--- src/rtl/rtzda_pkg.sv ---
// Package: types, constants and calendar helpers for the time-zone date adjust unit.
package rtzda_pkg;

	localparam int BASE_YEAR = 2000;

	// Offset from BASE_YEAR that lands on a century year, and whether that year leaps.
	localparam int       CENT_OFF  = (100 - (BASE_YEAR % 100)) % 100;
	localparam logic     CENT_LEAP = ((BASE_YEAR + CENT_OFF) % 400) == 0;

	localparam logic [3:0] MONTH_JAN = 4'd1;
	localparam logic [3:0] MONTH_FEB = 4'd2;
	localparam logic [3:0] MONTH_DEC = 4'd12;

	localparam logic [4:0] MONTH_LEN [12] = '{
		5'd31, 5'd28, 5'd31, 5'd30, 5'd31, 5'd30,
		5'd31, 5'd31, 5'd30, 5'd31, 5'd30, 5'd31
	};

	typedef struct packed {
		logic [6:0] bcd_second;
		logic [6:0] bcd_minute;
		logic [5:0] bcd_hour;
		logic [5:0] bcd_day;
		logic [4:0] bcd_month;
		logic [7:0] bcd_year;
	} snapshot_t;

	typedef struct packed {
		logic [5:0]  adj_second;
		logic [5:0]  adj_minute;
		logic [4:0]  adj_hour;
		logic [4:0]  adj_day;
		logic [3:0]  adj_month;
		logic [11:0] adj_year;
	} result_t;

	// Decoded and clamped clock fields handed from decode to carry logic.
	typedef struct packed {
		logic [5:0] second;
		logic [5:0] minute;
		logic [4:0] hour;
		logic [4:0] day;
		logic [3:0] month;
		logic [6:0] year_off;
		logic       leap;
	} decoded_t;

	// High nibble times ten plus low nibble, no digit check.
	function automatic logic [7:0] bcd_dec(input logic [7:0] v);
		return {1'b0, v[7:4], 3'b000} + {3'b000, v[7:4], 1'b0} + {4'b0000, v[3:0]};
	endfunction

	// Gregorian leap test for BASE_YEAR + year_off, year_off in 0..99.
	function automatic logic is_leap(input logic [6:0] year_off);
		logic [11:0] full;
		full = 12'(BASE_YEAR) + {5'b00000, year_off};
		return (full[1:0] == 2'b00) && ((year_off != 7'(CENT_OFF)) || CENT_LEAP);
	endfunction

	// Days in month (1..12).
	function automatic logic [4:0] days_in(input logic [3:0] month, input logic leap);
		logic [3:0] idx;
		idx = month - 4'd1;
		if (month == MONTH_FEB && leap)
			return 5'd29;
		return MONTH_LEN[idx];
	endfunction

endpackage

--- src/rtl/rtc_time_zone_date_adjust_unit.sv ---
// Top level: time-zone adjustment of BCD real-time-clock snapshots.
//
// Usage:
//   Present a BCD clock snapshot on snapshot and pulse start. An item is
//   taken at every rising edge where start is high and busy is low; busy
//   stays low, so an item may be issued in every cycle.
//   After an item is taken and has passed the input and result registers,
//   done is high for exactly one cycle and result holds the decoded
//   second and minute and the hour, day, month and full year after the
//   signed hour offset is applied. Items come out in issue order.
//   Each item passes an input register, then decode, clamp and the
//   day carry or borrow in one pass of logic, then the result register.
//   Throughput is one item per cycle.
//   The receiver cannot stall: done is a strobe and result must be taken
//   in the cycle it is shown.
//   cfg_we writes the 5-bit two's-complement hour offset from cfg_wdata;
//   write it only while no item is in flight.
//   Reset clears the offset to zero and drops any item in flight.
module rtc_time_zone_date_adjust_unit (
	input  logic                 clk,
	input  logic                 arst_n,
	input  logic                 start,
	output logic                 busy,
	input  rtzda_pkg::snapshot_t snapshot,
	output logic                 done,
	output rtzda_pkg::result_t   result,
	input  logic                 cfg_we,
	input  logic [4:0]           cfg_wdata
);

	logic                 valid_s1, valid_s2;
	rtzda_pkg::snapshot_t snap_s1;
	rtzda_pkg::decoded_t  dec;
	rtzda_pkg::result_t   res_comb, result_s2;
	logic [4:0]           tz_q;

	// The pipeline never backs up, so accept every cycle.
	assign busy = 1'b0;

	// Hold the time-zone offset.
	always_ff @(posedge clk or negedge arst_n) begin
		if (!arst_n)
			tz_q <= 5'd0;
		else if (cfg_we)
			tz_q <= cfg_wdata;
	end

	// Advance the valid strobes.
	always_ff @(posedge clk or negedge arst_n) begin
		if (!arst_n) begin
			valid_s1 <= 1'b0;
			valid_s2 <= 1'b0;
		end else begin
			valid_s1 <= start && !busy;
			valid_s2 <= valid_s1;
		end
	end

	// Capture the payload; no reset needed.
	always_ff @(posedge clk) begin
		if (start && !busy)
			snap_s1 <= snapshot;
		if (valid_s1)
			result_s2 <= res_comb;
	end

	rtzda_decode u_decode (
		.snap (snap_s1),
		.dec  (dec)
	);

	rtzda_carry u_carry (
		.dec       (dec),
		.tz_offset (tz_q),
		.res       (res_comb)
	);

	assign done   = valid_s2;
	assign result = result_s2;

	// Every taken item shows up on done after the input and result registers.
	a_latency: assert property (@(posedge clk) disable iff (!arst_n)
		start && !busy |-> ##2 done)
		else $error("item did not complete after two cycles");

	// No result without an item that passed through the input register.
	a_no_spurious: assert property (@(posedge clk) disable iff (!arst_n)
		done |-> $past(valid_s1))
		else $error("result strobe without an item");

	// Adjusted time stays on the calendar.
	a_time_range: assert property (@(posedge clk) disable iff (!arst_n)
		done |-> (result.adj_hour < 5'd24) && (result.adj_day != 5'd0) &&
			(result.adj_month >= 4'd1) && (result.adj_month <= 4'd12))
		else $error("adjusted time out of range");

	// Year moves at most one step outside the base century.
	a_year_range: assert property (@(posedge clk) disable iff (!arst_n)
		done |-> (result.adj_year >= 12'(rtzda_pkg::BASE_YEAR - 1)) &&
			(result.adj_year <= 12'(rtzda_pkg::BASE_YEAR + 100)))
		else $error("adjusted year out of range");

endmodule

--- src/rtl/rtzda_decode.sv ---
// Decode: BCD to binary for each clock field, with range clamping.
module rtzda_decode (
	input  rtzda_pkg::snapshot_t snap,
	output rtzda_pkg::decoded_t  dec
);

	logic [7:0] sec_raw, min_raw, hour_raw, day_raw, mon_raw, year_raw;
	logic [3:0] month;
	logic [6:0] year_off;
	logic       leap;
	logic [4:0] dim;

	always_comb begin
		sec_raw  = rtzda_pkg::bcd_dec({1'b0, snap.bcd_second});
		min_raw  = rtzda_pkg::bcd_dec({1'b0, snap.bcd_minute});
		hour_raw = rtzda_pkg::bcd_dec({2'b00, snap.bcd_hour});
		day_raw  = rtzda_pkg::bcd_dec({2'b00, snap.bcd_day});
		mon_raw  = rtzda_pkg::bcd_dec({3'b000, snap.bcd_month});
		year_raw = rtzda_pkg::bcd_dec(snap.bcd_year);

		if (mon_raw == 8'd0)
			month = rtzda_pkg::MONTH_JAN;
		else if (mon_raw > 8'd12)
			month = rtzda_pkg::MONTH_DEC;
		else
			month = mon_raw[3:0];

		year_off = (year_raw > 8'd99) ? 7'd99 : year_raw[6:0];
		leap     = rtzda_pkg::is_leap(year_off);
		dim      = rtzda_pkg::days_in(month, leap);

		dec.second   = (sec_raw > 8'd59) ? 6'd59 : sec_raw[5:0];
		dec.minute   = (min_raw > 8'd59) ? 6'd59 : min_raw[5:0];
		dec.hour     = (hour_raw > 8'd23) ? 5'd23 : hour_raw[4:0];
		dec.month    = month;
		dec.year_off = year_off;
		dec.leap     = leap;
		if (day_raw == 8'd0)
			dec.day = 5'd1;
		else if (day_raw > {3'b000, dim})
			dec.day = dim;
		else
			dec.day = day_raw[4:0];
	end

endmodule

--- src/rtl/rtzda_carry.sv ---
// Carry: apply the hour offset and ripple a day carry or borrow into month and year.
module rtzda_carry (
	input  rtzda_pkg::decoded_t dec,
	input  logic [4:0]          tz_offset,
	output rtzda_pkg::result_t  res
);

	logic [6:0]  hour_sum;
	logic        borrow, carry;
	logic [4:0]  dim;
	logic [11:0] year_full;

	always_comb begin
		hour_sum  = {2'b00, dec.hour} + {{2{tz_offset[4]}}, tz_offset};
		borrow    = hour_sum[6];
		carry     = !hour_sum[6] && (hour_sum >= 7'd24);
		dim       = rtzda_pkg::days_in(dec.month, dec.leap);
		year_full = 12'(rtzda_pkg::BASE_YEAR) + {5'b00000, dec.year_off};

		res.adj_second = dec.second;
		res.adj_minute = dec.minute;
		res.adj_hour   = hour_sum[4:0];
		res.adj_day    = dec.day;
		res.adj_month  = dec.month;
		res.adj_year   = year_full;

		if (borrow) begin
			res.adj_hour = 5'(hour_sum + 7'd24);
			if (dec.day == 5'd1) begin
				// Step back into the last day of the previous month.
				if (dec.month == rtzda_pkg::MONTH_JAN) begin
					res.adj_month = rtzda_pkg::MONTH_DEC;
					res.adj_year  = year_full - 12'd1;
				end else begin
					res.adj_month = dec.month - 4'd1;
				end
				res.adj_day = rtzda_pkg::days_in(res.adj_month, dec.leap);
			end else begin
				res.adj_day = dec.day - 5'd1;
			end
		end else if (carry) begin
			res.adj_hour = 5'(hour_sum - 7'd24);
			if (dec.day == dim) begin
				res.adj_day = 5'd1;
				if (dec.month == rtzda_pkg::MONTH_DEC) begin
					res.adj_month = rtzda_pkg::MONTH_JAN;
					res.adj_year  = year_full + 12'd1;
				end else begin
					res.adj_month = dec.month + 4'd1;
				end
			end else begin
				res.adj_day = dec.day + 5'd1;
			end
		end
	end

endmodule

--- config.mk ---
export PLATFORM = sky130hd
export DESIGN_NAME = rtc_time_zone_date_adjust_unit
export DESIGN_NICKNAME = d
export VERILOG_FILES = /design/src/rtl/rtzda_pkg.sv /design/src/rtl/rtc_time_zone_date_adjust_unit.sv /design/src/rtl/rtzda_decode.sv /design/src/rtl/rtzda_carry.sv
export SDC_FILE = /design/constraint.sdc
export NUM_CORES = 1
export LEC_CHECK = 0
export BUFFER_PORTS_ARGS = -buffer_cell sky130_fd_sc_hd__buf_2
export CAP_MARGIN = 20
export CELL_PAD_IN_SITES_DETAIL_PLACEMENT = 1
export CELL_PAD_IN_SITES_GLOBAL_PLACEMENT = 2
export CORE_MARGIN = 2
export CORE_UTILIZATION = 40
export CTS_CLUSTER_SIZE = 12
export DETAILED_ROUTE_END_ITERATION = 12
export PLACE_DENSITY_LB_ADDON = 0.1
export SYNTH_ARGS = -nofsm -noshare
export SYNTH_HDL_FRONTEND = slang
export SYNTH_SLANG_ARGS = --single-unit
--- constraint.sdc ---
create_clock -name clk -period 18.6 [get_ports clk]
set_clock_uncertainty 0.05 [all_clocks]
set_input_delay 3.72 -clock clk [delete_from_list [all_inputs] [get_ports clk]]
set_output_delay 3.72 -clock clk [all_outputs]
set_load 0.01 [all_outputs]
==> load_flow_metrics.sql, run 1 <==
INSERT INTO impl_metrics (metric_group, metric, value, unit) VALUES
('placement', 'worst_case_setup_slack_after_placement', '10870', 'ps'),
('die', 'pin_count', '88', ''),
('synthesis', 'synth-warning-count', '0', ''),
('cts', 'cts_tree', 'done', ''),
('cells_and_area', 'area.growth.synth_to_final', '16.9', '%'),
('cells_and_area', 'diodes', '0', ''),
('die', 'placementRows', '43', ''),
('sta', 'layout_min_cycle_time', '7800', 'ps'),
('synthesis', 'synth_top_area_share', '41.4', '%'),
('routing', 'totalWireLength', '13200', 'um'),
('cts', 'clock_buffer_depth', '2', ''),
('cts', 'clock_buffer_count_from_cts', '9', ''),
('sta', 'timing.final.max_slew_violations', '0', ''),
('placement', 'place.port_buffers', '86', ''),
('synthesis', 'synth_top_cells_by_area', 'sky130_fd_sc_hd__edfxtp_1 (41%), sky130_fd_sc_hd__ha_1 (11%), sky130_fd_sc_hd__xnor2_1 (3.6%), sky130_fd_sc_hd__dfrtp_1 (3.1%), sky130_fd_sc_hd__nor2_1 (2.6%)', ''),
('grt', 'grt_start_max_net_pins', '41', ''),
('die', 'placeableCoreArea', '13800', 'sq um'),
('setup_path', 'endpoint_kind', 'flip-flop', ''),
('sta', 'timing.final.ws_setup', '10800', 'ps'),
('grt', 'global_route.overflow_total', '0', ''),
('setup_path', 'cp.required', '18650', 'ps'),
('die', 'die_height', '122', 'um'),
('setup_path', 'cp.arrival', '7850', 'ps'),
('sta', 'timing.final.crit_share', '41.9', '%'),
('cells_and_area', 'finish.instance_area', '6530', 'sq um'),
('synthesis', 'avgSynthCellArea', '10.9', 'sq um'),
('placement', 'placedInstanceArea', '6220', 'sq um'),
('grt', 'initial_antenna_violation_count', '0', ''),
('synthesis', 'mappedNetlistArea', '5580', 'sq um'),
('sta', 'finalHoldViolations', '0', ''),
('power_and_ir_drop', 'clock_power_share', '25.3', '%'),
('setup_path', 'reg2regPathDepth', '25', ''),
('cells_and_area', 'fraction_of_final_layout_cells_sized_beyond_drive_strength_1', '21.9', '%'),
('routing', 'routed-via-count', '4235', ''),
('synthesis', 'syn-instance-count', '511', ''),
('routing', 'drt_first_pass_iters', '4', ''),
('power_and_ir_drop', 'p_comb_share', '39.5', '%'),
('cells_and_area', 'filler_cell_count', '1563', ''),
('cells_and_area', 'layout.cells.most_common_list', 'sky130_fd_sc_hd__buf_2 (86), sky130_fd_sc_hd__edfxtp_1 (77), sky130_fd_sc_hd__ha_1 (50), sky130_fd_sc_hd__nor2_1 (38), sky130_fd_sc_hd__inv_1 (34)', ''),
('routing', 'drtIter0Drc', '145', ''),
('setup_path', 'crit-reg2reg-capture', 'result[3]', ''),
('cts', 'cts.sinks', '84', ''),
('power_and_ir_drop', 'report.power.total', '0.000741', 'W'),
('placement', 'dp_hpwl', '10300', 'um'),
('routing', 'route.detailed.vias_per_inst', '5.39', ''),
('cells_and_area', 'mostFrequentLayoutCell', 'sky130_fd_sc_hd__buf_2', ''),
('sta', 'rsz0062_at_grt', 'no', ''),
('setup_path', 'setup.reg_to_reg.worst_slack', '10800', 'ps'),
('cts', 'cts_post_setup_buffers_inserted', '0', ''),
('run', 'max_cap_viol_count', '0', ''),
('cts', 'number_of_cells_upsized_or_downsized_after_cts', '0', ''),
('power_and_ir_drop', 'internal_power', '0.000470', 'W'),
('synthesis', 'dominantRegCellSynth', 'sky130_fd_sc_hd__edfxtp_1', ''),
('synthesis', 'synth_register_bits', '84', ''),
('setup_path', 'regToRegStartpoint', 'snap_s1[4]', ''),
('power_and_ir_drop', 'power.density_cell_area', '114', 'nW/um^2'),
('setup_path', 'critical_path.startpoint_type', 'flip-flop', ''),
('worst_hold_path', 'worst_hold_start', 'snap_s1[32]', ''),
('placement', 'place.gp.congestion', '0.827', ''),
('cts', 'clock_edge_transition_at_the_registers_on_the_reported_setup_and_hold_paths', '70', 'ps'),
('die', 'start_util', '40.5', '%'),
('power_and_ir_drop', 'leakagePower', '2.67', 'nW'),
('power_and_ir_drop', 'power.ir.vdd_worst', '52.8', 'uV'),
('worst_hold_path', 'hold-path-endpoint', 'result[32]', ''),
('die', 'die_area', '14900', 'sq um'),
('grt', 'grt_pass1_wl', '22200', 'um'),
('die', 'die_width', '122', 'um'),
('status', 'outcome', 'completed', ''),
('cts', 'htree_num_levels', '3', ''),
('routing', 'drt-wirelength-per-cell', '16.8', 'um'),
('cts', 'clock_latency', '350', 'ps');
-- worst max-delay path: stages (launching register included) --
cell and delay, ps:
sky130_fd_sc_hd__edfxtp_1 390, sky130_fd_sc_hd__inv_1 90, sky130_fd_sc_hd__fa_1 460, sky130_fd_sc_hd__fa_1 480, sky130_fd_sc_hd__xnor2_1 310, sky130_fd_sc_hd__nor2_1 120, sky130_fd_sc_hd__or4_1 540, sky130_fd_sc_hd__o211ai_1 240
sky130_fd_sc_hd__nor2_1 180, sky130_fd_sc_hd__ha_1 280, sky130_fd_sc_hd__nand4_1 140, sky130_fd_sc_hd__a21boi_1 420, sky130_fd_sc_hd__inv_1 100, sky130_fd_sc_hd__ha_1 300, sky130_fd_sc_hd__nor2b_1 120, sky130_fd_sc_hd__o21ai_0 110
sky130_fd_sc_hd__o31a_1 340, sky130_fd_sc_hd__nor2_1 500, sky130_fd_sc_hd__mux2i_1 510, sky130_fd_sc_hd__ha_1 240, sky130_fd_sc_hd__nand3_1 240, sky130_fd_sc_hd__nor4_1 620, sky130_fd_sc_hd__nor4b_1 390, sky130_fd_sc_hd__nand2b_1 160
sky130_fd_sc_hd__a31oi_1 40, sky130_fd_sc_hd__o21bai_1 200
-- state kept, by name, summed over array words and instances, names as in the netlist --
| signal | cells |
|---|---|
| result | 38 |
| snap_s1 | 39 |
| done | 1 |
| valid_s1 | 1 |
| tz_q | 5 |
-- power groups by stage --
stage,sequential (W),combinational (W),clock (W)
final,0.000260,0.000293,0.000188
after CTS,0.000261,0.000295,0.000193
after global placement,0.000264,0.000288,0
after global routing,0.000265,0.000329,0.000200
after detailed placement,0.000265,0.000293,0
after floorplan,0.000274,0.000197,0
-- cells in the mapped netlist (8+ instances only) --
library cell and number:
sky130_fd_sc_hd__nand3_1 16, sky130_fd_sc_hd__a21o_1 10, sky130_fd_sc_hd__inv_1 34, sky130_fd_sc_hd__nand2b_1 11, sky130_fd_sc_hd__nor2_1 38, sky130_fd_sc_hd__a21oi_1 22, sky130_fd_sc_hd__xor2_1 8, sky130_fd_sc_hd__nand2_1 24
sky130_fd_sc_hd__o21ai_0 25, sky130_fd_sc_hd__xnor2_1 23, sky130_fd_sc_hd__ha_1 50, sky130_fd_sc_hd__nand4_1 9, sky130_fd_sc_hd__o21a_1 10, sky130_fd_sc_hd__edfxtp_1 77, sky130_fd_sc_hd__nor3_1 12
-- stage by stage --
stage	std cells	util (%)
6_report	786	47.4
5_1_grt	786	47.4
4_1_cts	786	47.4
3_5_place_dp	770	45.1
3_3_place_gp	770	45.1
2_1_floorplan	511	-
-- final cells by class --
type                    count  area, sq um  area share, %
clock inverters             7         83.8           1.28
clock buffers               9          225           3.45
flip-flops and latches     84         2490           38.1
well taps                 180          225           3.45
inverters                  34          128           1.96
repair buffers             88          445           6.83
multi-input cells         384         2930           44.9
-- worst max path at each step --
stage	startpoint	end	cells after the start
finish	snap_s1[4]	result[3]	25
global route	snap_s1[4]	result[3]	25
CTS	snap_s1[4]	result[3]	25
detailed placement	snap_s1[4]	result[3]	25
global placement	snap_s1[4]	result[3]	25
floorplan	snap_s1[4]	result[3]	25
-- kinds of logic (layout without fill, tap and decap cells) --
group / after synthesis / after routing / synth area share, %
mux: 7 / 7 / 1.37
fa+ha+maj: 57 / 57 / 13.7
compound gates: 140 / 140 / 19.0
xor+xnor: 31 / 31 / 4.86
flops: 84 / 84 / 44.5
simple gates: 148 / 148 / 13.5
other cells: 1 / 1 / 0.0672
buf+inv: 43 / 138 / 2.98
-- routing by layer --
layer / wire length (um) / global-route usage [%]
met5: 0 / 0
met3: 435 / 3.00
met1: 6280 / 25.0
met4: 188 / 6.32
met2: 6310 / 31.5
No activity file was read; power rests on OpenSTA's default activity.
==> run 2: changes to the inputs <==
--- a/config.mk
+++ b/config.mk
@@ -5,12 +5,13 @@
 export SDC_FILE = /design/constraint.sdc
 export NUM_CORES = 1
 export LEC_CHECK = 0
+export ABC_AREA = 1
 export BUFFER_PORTS_ARGS = -buffer_cell sky130_fd_sc_hd__buf_2
 export CAP_MARGIN = 20
 export CELL_PAD_IN_SITES_DETAIL_PLACEMENT = 1
 export CELL_PAD_IN_SITES_GLOBAL_PLACEMENT = 2
 export CORE_MARGIN = 2
-export CORE_UTILIZATION = 40
+export CORE_UTILIZATION = 32
 export CTS_CLUSTER_SIZE = 12
 export DETAILED_ROUTE_END_ITERATION = 12
 export PLACE_DENSITY_LB_ADDON = 0.1
==> constraint.sdc (replaced) <==
create_clock -name clk -period 6.4 [get_ports clk]
set_clock_uncertainty 0.05 [all_clocks]
set_input_delay 1.28 -clock clk [delete_from_list [all_inputs] [get_ports clk]]
set_output_delay 1.28 -clock clk [all_outputs]
set_load 0.01 [all_outputs]
==> run 2 against run 1 <==
Flip-flop and latch count did not move. Critical path depth rose by 5. Core utilization fell by 9.1 points. Cell count rose by 21%. Count of clock-buffer cells in the layout rose by 2. Critical endpoint is now result[11]. Largest cell class unchanged. Highest routed layer unchanged.
==> load_flow_metrics.sql, run 2 <==
INSERT INTO impl_metrics (metric_group, metric, value, unit) VALUES
('sta', 'tightestPinTransition', '1000', 'ps'),
('synthesis', 'post_synth_and_or_nand_nor_area_fraction', '27.3', '%'),
('die', 'pin_count', '88', ''),
('cells_and_area', 'area.growth.synth_to_final', '16.2', '%'),
('routing', 'totalWireLength', '14000', 'um'),
('worst_hold_path', 'worst_hold_path.num_cells', '1', ''),
('setup_path', 'endpoint_kind', 'flip-flop', ''),
('cts', 'clock_buffer_depth', '2', ''),
('cts', 'number_of_cells_upsized_or_downsized_after_cts', '0', ''),
('sta', 'tns', '0', 'ps'),
('routing', 'drtAntennaViolNets', '0', ''),
('die', 'die_height', '138', 'um'),
('grt', 'groute.usage.overall', '16.0', '%'),
('synthesis', 'post_synth_mux_area_share', '0.981', '%'),
('synthesis', 'synth_area_in_compound_gates', '5.63', '%'),
('cells_and_area', 'diodes', '0', ''),
('routing', 'drt_first_pass_iters', '4', ''),
('cts', 'holdBufCountCts', '0', ''),
('power_and_ir_drop', 'clock_power_share', '21.3', '%'),
('synthesis', 'synth.distinct_cells', '52', ''),
('synthesis', 'post-synth-top-count-cell', 'sky130_fd_sc_hd__nand2_1', ''),
('synthesis', 'synth-warning-count', '0', ''),
('routing', 'route.detailed.vias_per_inst', '4.80', ''),
('routing', 'routed-via-count', '4566', ''),
('die', 'die_width', '138', 'um'),
('synthesis', 'syn-instance-count', '632', ''),
('setup_path', 'crit-reg2reg-capture', 'result[11]', ''),
('setup_path', 'cp.required', '6440', 'ps'),
('sta', 'rsz0062_at_grt', 'no', ''),
('cells_and_area', 'fraction_of_final_layout_cells_sized_beyond_drive_strength_1', '22.6', '%'),
('synthesis', 'yosysSeqAreaShare', '43.4', '%'),
('synthesis', 'cell_types_with_the_highest_counts_after_synthesis', 'sky130_fd_sc_hd__nand2_1 (146), sky130_fd_sc_hd__inv_1 (86), sky130_fd_sc_hd__edfxtp_1 (77)', ''),
('synthesis', 'synthAdderAreaFrac', '13.3', '%'),
('setup_path', 'max_stage_delay', '490', 'ps'),
('cts', 'cts_post_setup_buffers_inserted', '0', ''),
('sta', 'finalHoldViolations', '0', ''),
('placement', 'place.gp.congestion', '0.843', ''),
('sta', 'layout_min_cycle_time', '5690', 'ps'),
('grt', 'grt_pass1_wl', '23500', 'um'),
('synthesis', 'dominantRegCellSynth', 'sky130_fd_sc_hd__edfxtp_1', ''),
('cells_and_area', 'final_core_util', '38.3', '%'),
('synthesis', 'netlist.top_cell.by_area', 'sky130_fd_sc_hd__edfxtp_1', ''),
('power_and_ir_drop', 'leakagePower', '3.15', 'nW'),
('sta', 'setup_viol', '0', ''),
('cts', 'clock_buffer_count_from_cts', '9', ''),
('status', 'outcome', 'completed', ''),
('sta', 'timing.final.crit_share', '88.9', '%'),
('routing', 'drtIter0Drc', '147', ''),
('synthesis', 'fraction_of_registers_with_async_set_or_reset_after_synthesis', '8.33', '%'),
('placement', 'dp_hpwl', '11200', 'um'),
('cells_and_area', 'filler_cell_count', '2074', ''),
('synthesis', 'number_of_synthesized_flops_with_an_enable_pin', '77', ''),
('cells_and_area', 'top_regs', 'snap_s1 (39), result (38), tz_q (5)', ''),
('cts', 'cts_tree', 'done', ''),
('cells_and_area', 'layout.cells.most_common_list', 'sky130_fd_sc_hd__nand2_1 (146), sky130_fd_sc_hd__inv_1 (86), sky130_fd_sc_hd__buf_2 (86), sky130_fd_sc_hd__edfxtp_1 (77)', ''),
('power_and_ir_drop', 'p_switching', '0.000878', 'W'),
('setup_path', 'critical_path.startpoint_type', 'flip-flop', ''),
('cells_and_area', 'final_net_count', '827', ''),
('synthesis', 'net_count_synth', '737', ''),
('synthesis', 'avgSynthCellArea', '9.08', 'sq um'),
('routing', 'drt-wirelength-per-cell', '14.7', 'um'),
('placement', 'place.port_buffers', '86', ''),
('grt', 'grt_start_max_net_pins', '41', ''),
('worst_hold_path', 'hold-path-endpoint', 'result[26]', ''),
('grt', 'first_global_vias', '4888', ''),
('cells_and_area', 'largest_register_ff_count', '39', ''),
('die', 'placementRows', '48', ''),
('power_and_ir_drop', 'p_comb_share', '43.8', '%'),
('power_and_ir_drop', 'power_frac_seq', '34.9', '%'),
('cells_and_area', 'mostFrequentLayoutCell', 'sky130_fd_sc_hd__nand2_1', ''),
('cts', 'cts.sinks', '84', ''),
('setup_path', 'slowest_stage', 'sky130_fd_sc_hd__fa_1', ''),
('setup_path', 'cp.arrival', '5720', 'ps'),
('setup_path', 'regToRegStartpoint', 'snap_s1[6]', ''),
('die', 'die_area', '19000', 'sq um'),
('synthesis', 'synth_top_cells_by_area', 'sky130_fd_sc_hd__edfxtp_1 (40%), sky130_fd_sc_hd__ha_1 (11%), sky130_fd_sc_hd__nand2_1 (9.6%), sky130_fd_sc_hd__inv_1 (5.6%), sky130_fd_sc_hd__nand3_1 (4.4%)', ''),
('sta', 'fmax', '176', 'MHz'),
('cts', 'clock_edge_transition_at_the_registers_on_the_reported_setup_and_hold_paths', '60', 'ps'),
('routing', 'remaining_drc_errors', '0', ''),
('cts', 'htree_num_levels', '3', ''),
('grt', 'global_route.overflow_total', '0', ''),
('run', 'max_cap_viol_count', '0', ''),
('sta', 'timing.final.max_slew_violations', '0', ''),
('grt', 'initial_antenna_violation_count', '0', ''),
('synthesis', 'synth_register_bits', '84', ''),
('worst_hold_path', 'worst_hold_start', 'snap_s1[25]', ''),
('synthesis', 'synthXorXnorAreaFrac', '2.27', '%'),
('setup_path', 'timing_worst_setup_path_type', 'reg -> reg', ''),
('worst_hold_path', 'timing.hold.worst.class', 'reg -> reg', ''),
('synthesis', 'synth_top_area_share', '40.3', '%'),
('setup_path', 'reg2regPathDepth', '30', ''),
('placement', 'placedInstanceArea', '6410', 'sq um'),
('synthesis', 'combinational_family_with_the_most_area_after_synthesis', 'simple AND/OR/NAND/NOR gates', ''),
('cells_and_area', 'finish.instance_area', '6670', 'sq um'),
('power_and_ir_drop', 'report.power.total', '0.00220', 'W'),
('cts', 'ctsRootBufferMaster', 'sky130_fd_sc_hd__clkbuf_16', ''),
('die', 'placeableCoreArea', '17400', 'sq um'),
('sta', 'worst_hold_slack', '462', 'ps'),
('setup_path', 'setup.reg_to_reg.worst_slack', '710', 'ps'),
('power_and_ir_drop', 'power.ir.vdd_worst', '139', 'uV'),
('cells_and_area', 'register_with_the_highest_flop_count', 'snap_s1', ''),
('power_and_ir_drop', 'switching_portion_of_total_power', '40.0', '%'),
('setup_path', 'cp_max_fo', '8', ''),
('power_and_ir_drop', 'power.density_cell_area', '330', 'nW/um^2'),
('synthesis', 'mappedNetlistArea', '5740', 'sq um'),
('sta', 'timing.slew.headroom', '33.0', '%'),
('cts', 'clock_latency', '340', 'ps'),
('die', 'start_util', '32.9', '%'),
('power_and_ir_drop', 'internal_power', '0.00132', 'W');
[run 2: cell types whose count changed after synthesis, sizes merged, moves of 7 or more]
cell    previous run  this run
o21a              10         0
nor2b              7         0
xnor2             23         4
and2               7         0
inv               34        94
o21ai             26        19
nand3             16        57
a21o              10         1
nand2b            11         0
nand2             24       168
nand4              9        17
[run 2: worst max path at each step]
stage	start	to	cells past startpoint
after global routing	snap_s1[4]	result[11]	30
after floorplan	snap_s1[4]	result[7]	31
final	snap_s1[6]	result[11]	30
after detailed placement	snap_s1[6]	result[11]	30
after global placement	snap_s1[4]	result[17]	32
after CTS	snap_s1[6]	result[11]	30
[run 2: cell type report]
cell class / count / area (sq um) / area share (%)
inverter: 96 / 363 / 5.44
clock inverter: 5 / 27.5 / 0.413
multi-input combinational: 445 / 2840 / 42.6
clock buffer: 11 / 233 / 3.49
tap: 225 / 282 / 4.22
timing repair buffer: 86 / 430 / 6.46
sequential: 84 / 2490 / 37.3
[run 2: critical path, delay by kind of cell (launching register included)]
kind            cells  cell delay, ps
buf+inv             3             290
fa+ha+maj           5            1610
simple gates       20            2840
flops               1             400
compound gates      2             250
[run 2: cell families (layout without fill, tap and decap cells)]
family / count (synthesis) / in the layout
fa+ha+maj: 57 / 57
buf+inv: 103 / 198
xor+xnor: 14 / 14
simple gates: 314 / 314
mux: 5 / 5
compound gates: 54 / 54
flops: 84 / 84
other cells: 1 / 1
[run 2: metal layers]
| layer | global-route usage (%) | vias up | part of all wire, % |
|---|---|---|---|
| met2 | 29.1 | 64 | 52 |
| met4 | 4.65 | 0 | 1.2 |
| li1 | - | 2296 | - |
| met5 | 0 | - | 0 |
| met1 | 18.7 | 2193 | 44 |
| met3 | 3.55 | 13 | 3.2 |
[run 2: power groups by stage]
stage | Combinational, W | Clock, W | Sequential (W)
after floorplan | 0.000649 | 0 | 0.000810
after global placement | 0.000961 | 0 | 0.000777
after detailed placement | 0.000975 | 0 | 0.000781
after CTS | 0.000981 | 0.000490 | 0.000770
after global routing | 0.00110 | 0.000513 | 0.000779
final | 0.000962 | 0.000469 | 0.000767
[run 2: per-stage QoR]
step	cells	worst slack [ps]
floorplan	632	1440
global placement	936	945
detailed placement	936	686
CTS	952	683
global route	952	62.7
finish	952	713
==> run 3: changes to the inputs <==
--- a/config.mk
+++ b/config.mk
@@ -14,7 +14,8 @@
 export CORE_UTILIZATION = 32
 export CTS_CLUSTER_SIZE = 12
 export DETAILED_ROUTE_END_ITERATION = 12
-export PLACE_DENSITY_LB_ADDON = 0.1
+export PLACE_DENSITY = 0.88
 export SYNTH_ARGS = -nofsm -noshare
 export SYNTH_HDL_FRONTEND = slang
+export SYNTH_HIERARCHICAL = 1
 export SYNTH_SLANG_ARGS = --single-unit
==> run 3 against run 2 <==
Setup slack better by 700 ps. Synthesized cell count is 2.8% higher. Die area is 0.33% higher. Wire length is 5.8% lower. Register-to-register slack better by 700 ps. Synthesized area is 0.35% higher. Critical endpoint is now result[6]. Global-route usage is 1.2 points lower. Critical path type unchanged. Sequential share of layout area is 0.23 points higher. Cell count is 0.95% higher.
==> load_flow_metrics.sql, run 3 <==
INSERT INTO impl_metrics (metric_group, metric, value, unit) VALUES
('die', 'pin_count', '88', ''),
('cts', 'clock_latency', '350', 'ps'),
('synthesis', 'yosysSeqAreaShare', '43.2', '%'),
('synthesis', 'synth.distinct_cells', '36', ''),
('cells_and_area', 'final_net_count', '835', ''),
('power_and_ir_drop', 'power.ir.vdd_worst', '293', 'uV'),
('synthesis', 'synth_register_bits', '84', ''),
('sta', 'tightestPinTransition', '953', 'ps'),
('synthesis', 'cell_types_with_the_highest_counts_after_synthesis', 'sky130_fd_sc_hd__nand2_1 (155), sky130_fd_sc_hd__inv_1 (96), sky130_fd_sc_hd__edfxtp_1 (77)', ''),
('die', 'placeableCoreArea', '17800', 'sq um'),
('power_and_ir_drop', 'report.power.total', '0.00212', 'W'),
('cts', 'cts.sinks', '84', ''),
('synthesis', 'fraction_of_registers_with_async_set_or_reset_after_synthesis', '8.33', '%'),
('sta', 'setup_viol', '0', ''),
('grt', 'initial_antenna_violation_count', '0', ''),
('synthesis', 'netlist.top_cell.by_area', 'sky130_fd_sc_hd__edfxtp_1', ''),
('die', 'placementRows', '49', ''),
('grt', 'grt_pass1_wl', '22600', 'um'),
('cts', 'ctsRootBufferMaster', 'sky130_fd_sc_hd__clkbuf_16', ''),
('run', 'max_cap_viol_count', '0', ''),
('synthesis', 'dominantRegCellSynth', 'sky130_fd_sc_hd__edfxtp_1', ''),
('cells_and_area', 'largest_register_ff_count', '39', ''),
('placement', 'dp_hpwl', '10400', 'um'),
('cells_and_area', 'fraction_of_final_layout_cells_sized_beyond_drive_strength_1', '20.6', '%'),
('setup_path', 'setup.reg_to_reg.worst_slack', '1410', 'ps'),
('sta', 'rsz0062_at_grt', 'no', ''),
('setup_path', 'max_stage_delay', '460', 'ps'),
('setup_path', 'timing_worst_setup_path_type', 'reg -> reg', ''),
('cells_and_area', 'final_core_util', '37.3', '%'),
('sta', 'finalHoldViolations', '0', ''),
('sta', 'fmax', '201', 'MHz'),
('synthesis', 'number_of_synthesized_flops_with_an_enable_pin', '77', ''),
('setup_path', 'crit_top_cell', 'sky130_fd_sc_hd__nand2_1', ''),
('placement', 'placedInstanceArea', '6320', 'sq um'),
('sta', 'worst_hold_slack', '458', 'ps'),
('cells_and_area', 'register_with_the_highest_flop_count', 'snap_s1', ''),
('sta', 'tns', '0', 'ps'),
('setup_path', 'cp.arrival', '5040', 'ps'),
('synthesis', 'synth_top_area_share', '40.2', '%'),
('routing', 'drtAntennaViolNets', '0', ''),
('setup_path', 'cp-endpoint', 'result[6]', ''),
('synthesis', 'mappedNetlistArea', '5760', 'sq um'),
('setup_path', 'cp.required', '6460', 'ps'),
('routing', 'drtIter0Drc', '104', ''),
('cells_and_area', 'area.growth.synth_to_final', '15.1', '%'),
('setup_path', 'slowest_stage', 'sky130_fd_sc_hd__fa_1', ''),
('cells_and_area', 'layout.cells.most_common_list', 'sky130_fd_sc_hd__nand2_1 (155), sky130_fd_sc_hd__inv_1 (96), sky130_fd_sc_hd__buf_2 (86), sky130_fd_sc_hd__edfxtp_1 (77), sky130_fd_sc_hd__nand3_1 (59)', ''),
('cts', 'clock_buffer_count_from_cts', '9', ''),
('sta', 'timing.final.crit_share', '77.9', '%'),
('synthesis', 'avgSynthCellArea', '8.86', 'sq um'),
('status', 'outcome', 'completed', ''),
('cells_and_area', 'diodes', '0', ''),
('cts', 'clock_buffer_depth', '2', ''),
('setup_path', 'regToRegStartpoint', 'snap_s1[4]', ''),
('routing', 'totalWireLength', '13200', 'um'),
('setup_path', 'worst_setup_path_startpoint', 'snap_s1[4]', ''),
('power_and_ir_drop', 'leakagePower', '3.20', 'nW'),
('routing', 'drt-wirelength-per-cell', '13.8', 'um'),
('cells_and_area', 'mostFrequentLayoutCell', 'sky130_fd_sc_hd__nand2_1', ''),
('routing', 'remaining_drc_errors', '0', ''),
('die', 'start_util', '32.4', '%'),
('synthesis', 'synth-warning-count', '6', ''),
('cells_and_area', 'finish.instance_area', '6630', 'sq um'),
('cts', 'holdBufCountCts', '0', ''),
('setup_path', 'crit-reg2reg-capture', 'result[6]', ''),
('cts', 'cts_tree', 'done', ''),
('grt', 'global_route.overflow_total', '0', ''),
('grt', 'grt_start_max_net_pins', '41', ''),
('cts', 'htree_num_levels', '3', ''),
('routing', 'routed-via-count', '4485', ''),
('grt', 'groute.usage.overall', '14.7', '%'),
('power_and_ir_drop', 'power.density_cell_area', '319', 'nW/um^2'),
('setup_path', 'cp_max_fo', '10', ''),
('setup_path', 'endpoint_kind', 'flip-flop', ''),
('synthesis', 'net_count_synth', '758', ''),
('cts', 'cts_post_setup_buffers_inserted', '0', ''),
('die', 'die_width', '138', 'um'),
('grt', 'first_global_vias', '4676', ''),
('routing', 'route.detailed.vias_per_inst', '4.67', ''),
('setup_path', 'reg2regPathDepth', '33', ''),
('sta', 'layout_min_cycle_time', '4990', 'ps'),
('routing', 'drt_first_pass_iters', '4', ''),
('sta', 'timing.slew.headroom', '36.5', '%'),
('setup_path', 'critical_path.startpoint_type', 'flip-flop', ''),
('worst_hold_path', 'timing.hold.worst.class', 'reg -> reg', ''),
('placement', 'place.port_buffers', '86', ''),
('cts', 'clock_edge_transition_at_the_registers_on_the_reported_setup_and_hold_paths', '70', 'ps'),
('die', 'die_area', '19100', 'sq um'),
('die', 'die_height', '138', 'um'),
('sta', 'timing.final.max_slew_violations', '0', ''),
('cts', 'number_of_cells_upsized_or_downsized_after_cts', '0', ''),
('placement', 'place.gp.congestion', '0.797', ''),
('cells_and_area', 'top_regs', 'snap_s1 (39), result (38), tz_q (5)', ''),
('synthesis', 'synth_top_cells_by_area', 'sky130_fd_sc_hd__edfxtp_1 (40%), sky130_fd_sc_hd__ha_1 (11%), sky130_fd_sc_hd__nand2_1 (10%), sky130_fd_sc_hd__inv_1 (6.3%), sky130_fd_sc_hd__nand3_1 (5.1%)', ''),
('synthesis', 'post-synth-top-count-cell', 'sky130_fd_sc_hd__nand2_1', ''),
('synthesis', 'syn-instance-count', '650', '');
==> run 3: how the worst min path moves through the flow <==
| stage | from | to | slack (ps) | cells after the start |
|---|---|---|---|---|
| finish | tz_q[0] | tz_q[0] | 460 | 2 |
| global route | snap_s1[32] | result[32] | 480 | 1 |
| CTS | tz_q[0] | tz_q[0] | 460 | 2 |
| global placement | tz_q[0] | tz_q[0] | 420 | 2 |
| detailed placement | snap_s1[32] | result[32] | 440 | 1 |
| floorplan | tz_q[0] | tz_q[0] | 400 | 2 |
==> run 3: where the power goes <==
group | total [W] | switching, W | leakage, nW | internal, W
registers | 0.000758 | 0.0000361 | 0.838 | 0.000722
logic | 0.000822 | 0.000534 | 2.21 | 0.000288
clock network | 0.000536 | 0.000229 | 0.151 | 0.000308
==> run 3: layout make-up <==
| cell class | count | area [sq um] |
|---|---|---|
| Timing Repair Buffer | 86 | 430 |
| Sequential cell | 84 | 2490 |
| Clock buffer | 9 | 225 |
| Clock inverter | 7 | 78.8 |
| Inverter | 103 | 387 |
| Fill cell | 2107 | 11200 |
| Tap cell | 229 | 287 |
| Multi-Input combinational cell | 443 | 2730 |
==> run 3: logic make-up (layout without fill, tap and decap cells) <==
| group | Yosys count | in the layout | synth area share [%] |
|---|---|---|---|
| AND/OR/NAND/NOR | 311 | 311 | 25.5 |
| AO/OA/AOI/OAI | 56 | 56 | 5.32 |
| buffers and inverters | 123 | 205 | 9.39 |
| flip-flops | 84 | 84 | 43.2 |
| XOR/XNOR | 15 | 15 | 2.28 |
| adder cells (fa/ha/maj) | 60 | 60 | 14.2 |
| other | 1 | 1 | 0.0651 |
==> run 3: critical path, delay by kind of cell, from the launching register on <==
kind | cells | cell delay (ps)
AOI/OAI and AO/OA | 3 | 360
adders and majority gates | 4 | 1310
buffers and inverters | 7 | 640
DFF | 1 | 390
and+or+nand+nor | 19 | 2000
==> run 3: stage by stage <==
stage / setup slack [ps] / std cells
2_1_floorplan: 1960 / 650
3_3_place_gp: 1560 / 945
3_5_place_dp: 1400 / 945
4_1_cts: 1370 / 961
5_1_grt: 891 / 961
6_report: 1410 / 961
==> run 3: metal layers <==
layer | part of all wire (%) | wire length (um) | vias to the layer above | GRT usage (%)
met5 | 0 | 0 | - | 0
met4 | 1.5 | 200 | 0 | 4.46
met3 | 3.4 | 448 | 14 | 3.57
met2 | 49 | 6520 | 75 | 25.3
met1 | 46 | 6050 | 2114 | 18.3
li1 | - | - | 2282 | -
